$ cat config.mk
export PLATFORM = sky130hd
export DESIGN_NAME = xorshift32_range_rng
export DESIGN_NICKNAME = d
export VERILOG_FILES = /design/src/sv/xsrr_pkg.sv /design/src/sv/xsrr_serial_mul.sv /design/src/sv/xsrr_serial_mod.sv /design/src/sv/xorshift32_range_rng.sv
export SDC_FILE = /design/constraint.sdc
export NUM_CORES = 1
export LEC_CHECK = 0
export BUFFER_PORTS_ARGS = -buffer_cell sky130_fd_sc_hd__buf_2
export CAP_MARGIN = 20
export CELL_PAD_IN_SITES_DETAIL_PLACEMENT = 1
export CELL_PAD_IN_SITES_GLOBAL_PLACEMENT = 2
export CORE_ASPECT_RATIO = 0.9
export CORE_MARGIN = 5
export CORE_UTILIZATION = 40
export CTS_CLUSTER_SIZE = 25
export DETAILED_ROUTE_END_ITERATION = 10
export PLACE_DENSITY = 0.84
export SETUP_SLACK_MARGIN = 0.4
export SLEW_MARGIN = 20
export SYNTH_ARGS = -nofsm -noshare
export SYNTH_HDL_FRONTEND = slang
export SYNTH_SLANG_ARGS = --single-unit
$ cat constraint.sdc
create_clock -name i_clk -period 6.4 [get_ports i_clk]
set_clock_uncertainty 0.2 [all_clocks]
set_input_delay 0.32 -clock i_clk [delete_from_list [all_inputs] [get_ports i_clk]]
set_output_delay 0.32 -clock i_clk [all_outputs]
set_load 0.05 [all_outputs]
$ cat src/sv/xsrr_pkg.sv
`timescale 1ns / 1ps
`default_nettype none
// ----------------------------------------------------------------------------
// xsrr_pkg: shared types and constants of the xorshift32 range generator
// Holds the transaction payload structs, the mode and state codes, the
// generator constants and the single xorshift step.
// ----------------------------------------------------------------------------
package xsrr_pkg;

    localparam int unsigned WordW = 32;

    localparam logic [WordW-1:0] DefaultSeed = 32'd2463534242;
    localparam logic [WordW-1:0] AccInit     = 32'h9E37_79B9;
    localparam logic [WordW-1:0] LcgMul      = 32'd1664525;
    localparam logic [WordW-1:0] LcgAdd      = 32'd1013904223;
    localparam logic [WordW-1:0] AvalMul     = 32'h045D_9F3B;

    typedef enum logic [1:0] {
        MODE_DRAW   = 2'd0,
        MODE_ABSORB = 2'd1,
        MODE_SEED   = 2'd2,
        MODE_UNUSED = 2'd3
    } t_mode;

    typedef enum logic [1:0] {
        ST_IDLE,
        ST_MUL,
        ST_MOD,
        ST_DONE
    } t_state;

    typedef struct packed {
        logic [1:0]              mode;
        logic signed [WordW-1:0] range_low;
        logic signed [WordW-1:0] range_high;
        logic [WordW-1:0]        entropy_sample;
    } t_in_item;

    typedef struct packed {
        logic signed [WordW-1:0] drawn_value;
        logic [WordW-1:0]        raw_word;
    } t_out_item;

    // One xorshift32 step with shifts 13, 17 and 5.
    function automatic logic [WordW-1:0] xs_step(input logic [WordW-1:0] x);
        logic [WordW-1:0] t;
        t = x ^ (x << 13);
        t = t ^ (t >> 17);
        t = t ^ (t << 5);
        return t;
    endfunction

endpackage
`default_nettype wire

$ cat src/sv/xsrr_serial_mul.sv
`timescale 1ns / 1ps
`default_nettype none
// ----------------------------------------------------------------------------
// xsrr_serial_mul: bit-serial multiplier, product modulo 2^32
// Scans the multiplier one bit per cycle, least significant first, and adds
// the left-shifting multiplicand into the accumulator.
// ----------------------------------------------------------------------------
module xsrr_serial_mul
    import xsrr_pkg::*;
(
    input  wire logic             i_clk,
    input  wire logic             i_rst_n,
    input  wire logic             i_start,
    input  wire logic [WordW-1:0] i_a,
    input  wire logic [WordW-1:0] i_b,
    output logic                  o_done,
    output logic [WordW-1:0]      o_product
);

    localparam int unsigned CntW = $clog2(WordW);

    logic [WordW-1:0] r_a, n_a;
    logic [WordW-1:0] r_b, n_b;
    logic [WordW-1:0] r_acc, n_acc;
    logic [CntW-1:0]  r_cnt, n_cnt;
    logic             r_busy, n_busy;
    logic             r_done, n_done;

    always_comb begin
        n_a    = r_a;
        n_b    = r_b;
        n_acc  = r_acc;
        n_cnt  = r_cnt;
        n_busy = r_busy;
        n_done = 1'b0;
        if (i_start) begin
            n_a    = i_a;
            n_b    = i_b;
            n_acc  = '0;
            n_cnt  = '0;
            n_busy = 1'b1;
        end else if (r_busy) begin
            n_acc = r_b[0] ? (r_acc + r_a) : r_acc;
            n_a   = r_a << 1;
            n_b   = r_b >> 1;
            n_cnt = r_cnt + 1'b1;
            if (r_cnt == CntW'(WordW - 1)) begin
                n_busy = 1'b0;
                n_done = 1'b1;
            end
        end
    end

    always_ff @(posedge i_clk) begin
        r_a   <= n_a;
        r_b   <= n_b;
        r_acc <= n_acc;
        r_cnt <= n_cnt;
        if (!i_rst_n) begin
            r_busy <= 1'b0;
            r_done <= 1'b0;
        end else begin
            r_busy <= n_busy;
            r_done <= n_done;
        end
    end

    assign o_done    = r_done;
    assign o_product = r_acc;

endmodule
`default_nettype wire

$ cat src/sv/xsrr_serial_mod.sv
`timescale 1ns / 1ps
`default_nettype none
// ----------------------------------------------------------------------------
// xsrr_serial_mod: bit-serial restoring remainder unit
// Shifts the dividend into a partial remainder one bit per cycle and
// subtracts the divisor whenever it fits. The divisor must be nonzero.
// ----------------------------------------------------------------------------
module xsrr_serial_mod
    import xsrr_pkg::*;
(
    input  wire logic             i_clk,
    input  wire logic             i_rst_n,
    input  wire logic             i_start,
    input  wire logic [WordW-1:0] i_dividend,
    input  wire logic [WordW-1:0] i_divisor,
    output logic                  o_done,
    output logic [WordW-1:0]      o_remainder
);

    localparam int unsigned CntW = $clog2(WordW);

    logic [WordW-1:0] r_x, n_x;
    logic [WordW-1:0] r_div, n_div;
    logic [WordW-1:0] r_rem, n_rem;
    logic [CntW-1:0]  r_cnt, n_cnt;
    logic             r_busy, n_busy;
    logic             r_done, n_done;
    logic [WordW:0]   trial;
    logic [WordW:0]   diff;

    always_comb begin
        trial  = {r_rem, r_x[WordW-1]};
        diff   = trial - {1'b0, r_div};
        n_x    = r_x;
        n_div  = r_div;
        n_rem  = r_rem;
        n_cnt  = r_cnt;
        n_busy = r_busy;
        n_done = 1'b0;
        if (i_start) begin
            n_x    = i_dividend;
            n_div  = i_divisor;
            n_rem  = '0;
            n_cnt  = '0;
            n_busy = 1'b1;
        end else if (r_busy) begin
            // The partial remainder stays below the divisor, so the trial
            // value is below twice the divisor and one subtract suffices.
            n_rem = (trial >= {1'b0, r_div}) ? diff[WordW-1:0] : trial[WordW-1:0];
            n_x   = r_x << 1;
            n_cnt = r_cnt + 1'b1;
            if (r_cnt == CntW'(WordW - 1)) begin
                n_busy = 1'b0;
                n_done = 1'b1;
            end
        end
    end

    always_ff @(posedge i_clk) begin
        r_x   <= n_x;
        r_div <= n_div;
        r_rem <= n_rem;
        r_cnt <= n_cnt;
        if (!i_rst_n) begin
            r_busy <= 1'b0;
            r_done <= 1'b0;
        end else begin
            r_busy <= n_busy;
            r_done <= n_done;
        end
    end

    assign o_done      = r_done;
    assign o_remainder = r_rem;

endmodule
`default_nettype wire

$ cat src/sv/xorshift32_range_rng.sv
`timescale 1ns / 1ps
`default_nettype none
// ----------------------------------------------------------------------------
// xorshift32_range_rng: xorshift32 generator with range draw and seeding
// Draws values in a signed half-open range, folds entropy samples into a
// seed accumulator and loads a finalized seed into the generator.
// ----------------------------------------------------------------------------
// One transaction is in work at a time. A range draw runs through the
// bit-serial remainder unit (ST_MOD), and an entropy fold or a seed load runs
// through the bit-serial multiplier (ST_MUL). Either way the result then
// passes ST_DONE into the output register, and the next transaction can be
// accepted once the state is back in ST_IDLE. An empty or inverted range and
// the unused mode skip the serial units and go straight from acceptance to
// ST_DONE. The result sits in an output register, so the next transaction is
// accepted while it waits. A finished result that finds the output register
// still occupied waits in ST_DONE until that register is taken.
// ----------------------------------------------------------------------------
module xorshift32_range_rng
    import xsrr_pkg::*;
(
    input  wire logic      i_clk,
    input  wire logic      i_rst_n,
    input  wire logic      i_in_valid,
    output logic           o_in_ready,
    input  wire t_in_item  i_in_data,
    output logic           o_out_valid,
    input  wire logic      i_out_ready,
    output t_out_item      o_out_data
);

    t_state           r_state, n_state;
    logic [WordW-1:0] r_gen, n_gen;
    logic [WordW-1:0] r_acc, n_acc;
    t_mode            r_mode, n_mode;
    logic [WordW-1:0] r_lo, n_lo;
    t_out_item        r_res, n_res;
    t_out_item        r_out, n_out;
    logic             r_out_valid, n_out_valid;

    logic             mul_start, mul_done;
    logic [WordW-1:0] mul_a, mul_b, mul_product;
    logic             mod_start, mod_done;
    logic [WordW-1:0] mod_dividend, mod_divisor, mod_remainder;

    logic [WordW-1:0] stepped;
    logic [WordW-1:0] folded;
    logic [WordW-1:0] finished;
    t_mode            in_mode;

    xsrr_serial_mul u_mul (
        .i_clk     (i_clk),
        .i_rst_n   (i_rst_n),
        .i_start   (mul_start),
        .i_a       (mul_a),
        .i_b       (mul_b),
        .o_done    (mul_done),
        .o_product (mul_product)
    );

    xsrr_serial_mod u_mod (
        .i_clk       (i_clk),
        .i_rst_n     (i_rst_n),
        .i_start     (mod_start),
        .i_dividend  (mod_dividend),
        .i_divisor   (mod_divisor),
        .o_done      (mod_done),
        .o_remainder (mod_remainder)
    );

    always_comb begin
        n_state      = r_state;
        n_gen        = r_gen;
        n_acc        = r_acc;
        n_mode       = r_mode;
        n_lo         = r_lo;
        n_res        = r_res;
        n_out        = r_out;
        n_out_valid  = r_out_valid;
        mul_start    = 1'b0;
        mul_a        = r_acc ^ (r_acc >> 16);
        mul_b        = AvalMul;
        mod_start    = 1'b0;
        mod_dividend = xs_step(r_gen);
        mod_divisor  = i_in_data.range_high - i_in_data.range_low;
        in_mode      = t_mode'(i_in_data.mode);
        stepped      = xs_step(r_gen);
        folded       = mul_product + LcgAdd;
        finished     = mul_product ^ (mul_product >> 16);
        o_in_ready   = (r_state == ST_IDLE);

        if (r_out_valid && i_out_ready) begin
            n_out_valid = 1'b0;
        end

        unique case (r_state)
            ST_IDLE: begin
                if (i_in_valid) begin
                    n_mode = in_mode;
                    n_lo   = i_in_data.range_low;
                    unique case (in_mode)
                        MODE_DRAW: begin
                            if (i_in_data.range_high <= i_in_data.range_low) begin
                                n_res.drawn_value = i_in_data.range_low;
                                n_res.raw_word    = r_gen;
                                n_state           = ST_DONE;
                            end else begin
                                n_gen     = stepped;
                                mod_start = 1'b1;
                                n_state   = ST_MOD;
                            end
                        end
                        MODE_ABSORB: begin
                            mul_a     = r_acc ^ i_in_data.entropy_sample;
                            mul_b     = LcgMul;
                            mul_start = 1'b1;
                            n_state   = ST_MUL;
                        end
                        MODE_SEED: begin
                            mul_start = 1'b1;
                            n_state   = ST_MUL;
                        end
                        MODE_UNUSED: begin
                            n_res.drawn_value = '0;
                            n_res.raw_word    = r_gen;
                            n_state           = ST_DONE;
                        end
                    endcase
                end
            end
            ST_MUL: begin
                if (mul_done) begin
                    n_res.drawn_value = '0;
                    if (r_mode == MODE_ABSORB) begin
                        n_acc          = folded;
                        n_res.raw_word = r_gen;
                    end else begin
                        // A finalized seed of zero would lock the generator.
                        n_gen          = (finished == '0) ? DefaultSeed : finished;
                        n_acc          = AccInit;
                        n_res.raw_word = n_gen;
                    end
                    n_state = ST_DONE;
                end
            end
            ST_MOD: begin
                if (mod_done) begin
                    n_res.drawn_value = r_lo + mod_remainder;
                    n_res.raw_word    = r_gen;
                    n_state           = ST_DONE;
                end
            end
            ST_DONE: begin
                if (!r_out_valid || i_out_ready) begin
                    n_out       = r_res;
                    n_out_valid = 1'b1;
                    n_state     = ST_IDLE;
                end
            end
        endcase
    end

    always_ff @(posedge i_clk) begin
        r_mode <= n_mode;
        r_lo   <= n_lo;
        r_res  <= n_res;
        r_out  <= n_out;
        if (!i_rst_n) begin
            r_state     <= ST_IDLE;
            r_gen       <= DefaultSeed;
            r_acc       <= AccInit;
            r_out_valid <= 1'b0;
        end else begin
            r_state     <= n_state;
            r_gen       <= n_gen;
            r_acc       <= n_acc;
            r_out_valid <= n_out_valid;
        end
    end

    assign o_out_valid = r_out_valid;
    assign o_out_data  = r_out;

endmodule
`default_nettype wire

==> results.toml <==
[global_route]
grt_pass1_wl_um = 125000
gr-usage-all-layers_pct = 23.5
grt_max_degree = 82
use_met2_pct = 39.4
grt_use_met1_pct = 31.8
grt-ovfl-total = 0
grt_pass1_vias = 21200
grt_use_met3_pct = 3.12
grt_antenna_before_repair = 0
grt-busiest-layer = "met2"

[floorplanning]
io_pins = 168
die_w_um = 273
dieArea_mm2 = 0.0672
fp-row-count = 86
die_height_um = 246
start_util_pct = 40.4
core_area_mm2 = 0.0614

[logic_synthesis]
synth.distinct_cells = 78
synth_fp_nets = 2834
yosysWarningCount = 0
syn_avg_cell_area_um2 = 9.61
synth-xor-area-share_pct = 8.64
async_flop_share_pct = 0
ys_ff_latch = 430
synth-simple-area-share_pct = 13.7
ys.flop_type = "edfxtp_1"
yosysSeqAreaShare_pct = 46.1
synthCells = 2587
yosys.area_share.adder_pct = 7.42
netlist_area_mm2 = 0.0249
synth_top_family_by_area = "compound AO/OA/AOI/OAI gates"
synthMuxAreaShare_pct = 2.02
synth_edf_count = 285
synth_compound_area_share_pct = 18.1

[route]
vias_per_cell = 5.61
drt-initial-drc-count = 1378
ant_nets = 0
routed_wl_um = 81400
drcViolationCount = 0
wl_per_cell_um = 22.5
drt_pass1_iterations = 5
vias = 20300

[timing]
max_freq_ghz = 0.208
tightest_slew_ps = 1010
slew_headroom_pct = 32.7
setup_slack_ps = 1590
rsz0062_at_grt = "false"
fin_crit_ps = 4810
fin_tns_setup_ps = 0
setup_viol = 0
final_hold_viol_count = 0
fin_crit_sh_pct = 75.1
finalMaxSlewViolations = 0

[setup_path]
crit_fanout = 48
crit_arrival_ps = 5050
critPathMaxStageDelay_ps = 540
slowest_stage = "dlygate4sd3_1"
cp.required_ps = 6640
crit_chain = "dlygate4sd3_1 -> buf_2 -> ha_1 -> fa_1 -> nor2b_1 -> o21ai_1 -> a21oi_1 -> o21ai_0 -> o21bai_1 -> o2111ai_1 -> nand3_2 -> nand3_2 -> inv_4 -> buf_4 -> o21ai_2 -> buf_4 -> o21ai_0 -> o211ai_1"
startpoint_type = "primary input"
endpoint_kind = "register"
crit_type = "primary input to register"

[power]
leakagePower_nw = 11.6
irDropWorstVdd_v = 0.000324
powerDensity_mw_per_mm2 = 511

[finish]
fin_nets = 2988
layout-drive-gt1-share_pct = 12.0
diodes = 0
design_area_mm2 = 0.0286
area_growth_pct = 15.2
n_fill_cell = 6920

[placed_design]
pre_cts_slack_ps = 1520
routabilityCongestion = 0.908
port-buffer-count = 167
dpl.hpwl_um = 58800
placed_cell_area_mm2 = 0.0264

[clock_tree]
clk_pin_slew_ps = 70
cts_resized = 0
clock_sinks = 430
cts_buffers = 50
root_buffer = "clkbuf_16"
cts_buffer_depth = 3
cts_max_level = 2
cts_tree = "done"
clock_latency_ps = 600

[status]
status = "complete, no violations"

[min_path]
hp-class = "primary input to register"

[run]
drv_cap = 0
cell usage in the layout (no fill, tap or decap), types with 15 or more instances in the layout:
cell type,count
o22ai_1,17
ha_1,140
xnor2_1,138
buf_2,167
o21ai_1,19
xor2_1,107
a31oi_1,26
inv_1,118
nor2b_1,30
dfxtp_1,144
mux2i_1,48
nor2_1,227
dlygate4sd3_1,41
o21bai_1,18
nand3_1,53
o221a_2,18
edfxtp_1,285
o21a_1,25
nand4_1,16
o21ai_0,162
a211oi_1,40
or3_1,15
a22o_1,20
clkbuf_16,55
a21oi_1,195
nand2_1,299
nand2b_1,21
nor3_1,32
buf_4,26
a21o_1,59
registers in the layout, indices dropped and copies added, names as in the netlist:
register and cells:
u_mod.o_remainder 32, r_res 64, u_mul.r_busy 1, u_mul.o_done 1, r_mode 2, u_mod.r_div 32, u_mod.r_cnt 5, r_state 2
u_mod.r_x 32, r_lo 32, r_acc 32, u_mul.r_b 27, o_out_valid 1, u_mod.r_busy 1, u_mul.r_cnt 5, r_gen 32
o_out_data 64, u_mul.r_a 32, u_mod.o_done 1, u_mul.o_product 32
timing repair:
item	4_1_cts	5_1_grt
setup buffers	0	0
hold buffers	41	0
endpoints found under the hold margin	73	0
synthesized netlist by cell type (all sizes together), types with 6 or more instances:
master / instances / area (um2)
and2: 12 / 75.1
a22o: 20 / 175
o31ai: 10 / 80.1
clkbuf: 106 / 398
a211o: 8 / 70.1
nand2: 300 / 1130
o22a: 6 / 52.6
nor2: 229 / 862
mux2i: 48 / 480
and3: 14 / 87.6
a211oi: 41 / 313
or3: 16 / 105
o21a: 26 / 195
xnor2: 138 / 1210
nand4: 16 / 100
o21ai: 184 / 932
nor3b: 8 / 60.1
a21o: 59 / 443
o21bai: 18 / 135
nor4: 6 / 37.5
edfxtp: 285 / 8560
o211ai: 10 / 75.1
o221a: 21 / 236
or4: 6 / 45.0
a22oi: 12 / 90.1
buf: 26 / 136
nor2b: 32 / 200
nor3: 32 / 160
nand2b: 22 / 140
inv: 119 / 447
a31oi: 26 / 163
a21oi: 196 / 992
dfxtp: 145 / 2900
o22ai: 17 / 106
or2: 14 / 87.6
ha: 141 / 1760
nand3: 55 / 285
xor2: 107 / 937
final timing paths:
kind	startpoint	to	slack (ps)	depth (start not counted)
worst max-delay path	i_in_data[64]	r_gen[1]	1590	18
worst min-delay path	i_in_data[31]	u_mul.r_a[31]	40	4
worst min register to register	r_res[45]	o_out_data[45]	220	0
worst max register to register	u_mod.o_remainder[1]	u_mod.o_remainder[3]	2160	11
layer usage:
layer,part of all wire (%),vias up
met3,4.2,127
met4,3.1,0
li1,-,9590
met1,46,10100
met2,47,475
met5,0,-
cell families after synthesis:
family	after synthesis
compound gates	700
xor+xnor	245
fa+ha+maj	145
buf+inv	251
flops	430
mux	50
simple gates	766
layout make-up:
cell class	instances	area, um2	area share [%]
multi-input combinational	1906	12500	43.5
inverter	119	449	1.57
clock inverter	23	307	1.07
sequential	430	11500	40.0
clock buffer	70	1470	5.14
timing repair buffer	234	1440	5.03
tap	836	1050	3.65
worst max-delay path: cells and delay by family:
| family | cells | cell delay (ps) |
|---|---|---|
| buf+inv | 5 | 1630 |
| compound gates | 8 | 1690 |
| simple gates | 3 | 770 |
| fa+ha+maj | 2 | 630 |
metrics by stage:
| step | utilization [%] | power, mW | hold WS, ps | std cells |
|---|---|---|---|---|
| CTS | 46.6 | 14.7 | 14.1 | 3618 |
| floorplan | - | 9.38 | 200 | 2587 |
| global route | 46.6 | 15.5 | 54.3 | 3618 |
| global placement | 43.0 | 11.2 | 203 | 3483 |
| detailed placement | 43.0 | 11.4 | 206 | 3484 |
| finish | 46.6 | 14.6 | 43.1 | 3618 |
power by group:
group	total [mW]	internal (mW)	switching, mW
logic	6.75	2.52	4.23
clock network	3.11	1.89	1.22
registers	4.76	4.00	0.762
No activity file was read; power rests on OpenSTA's default activity.
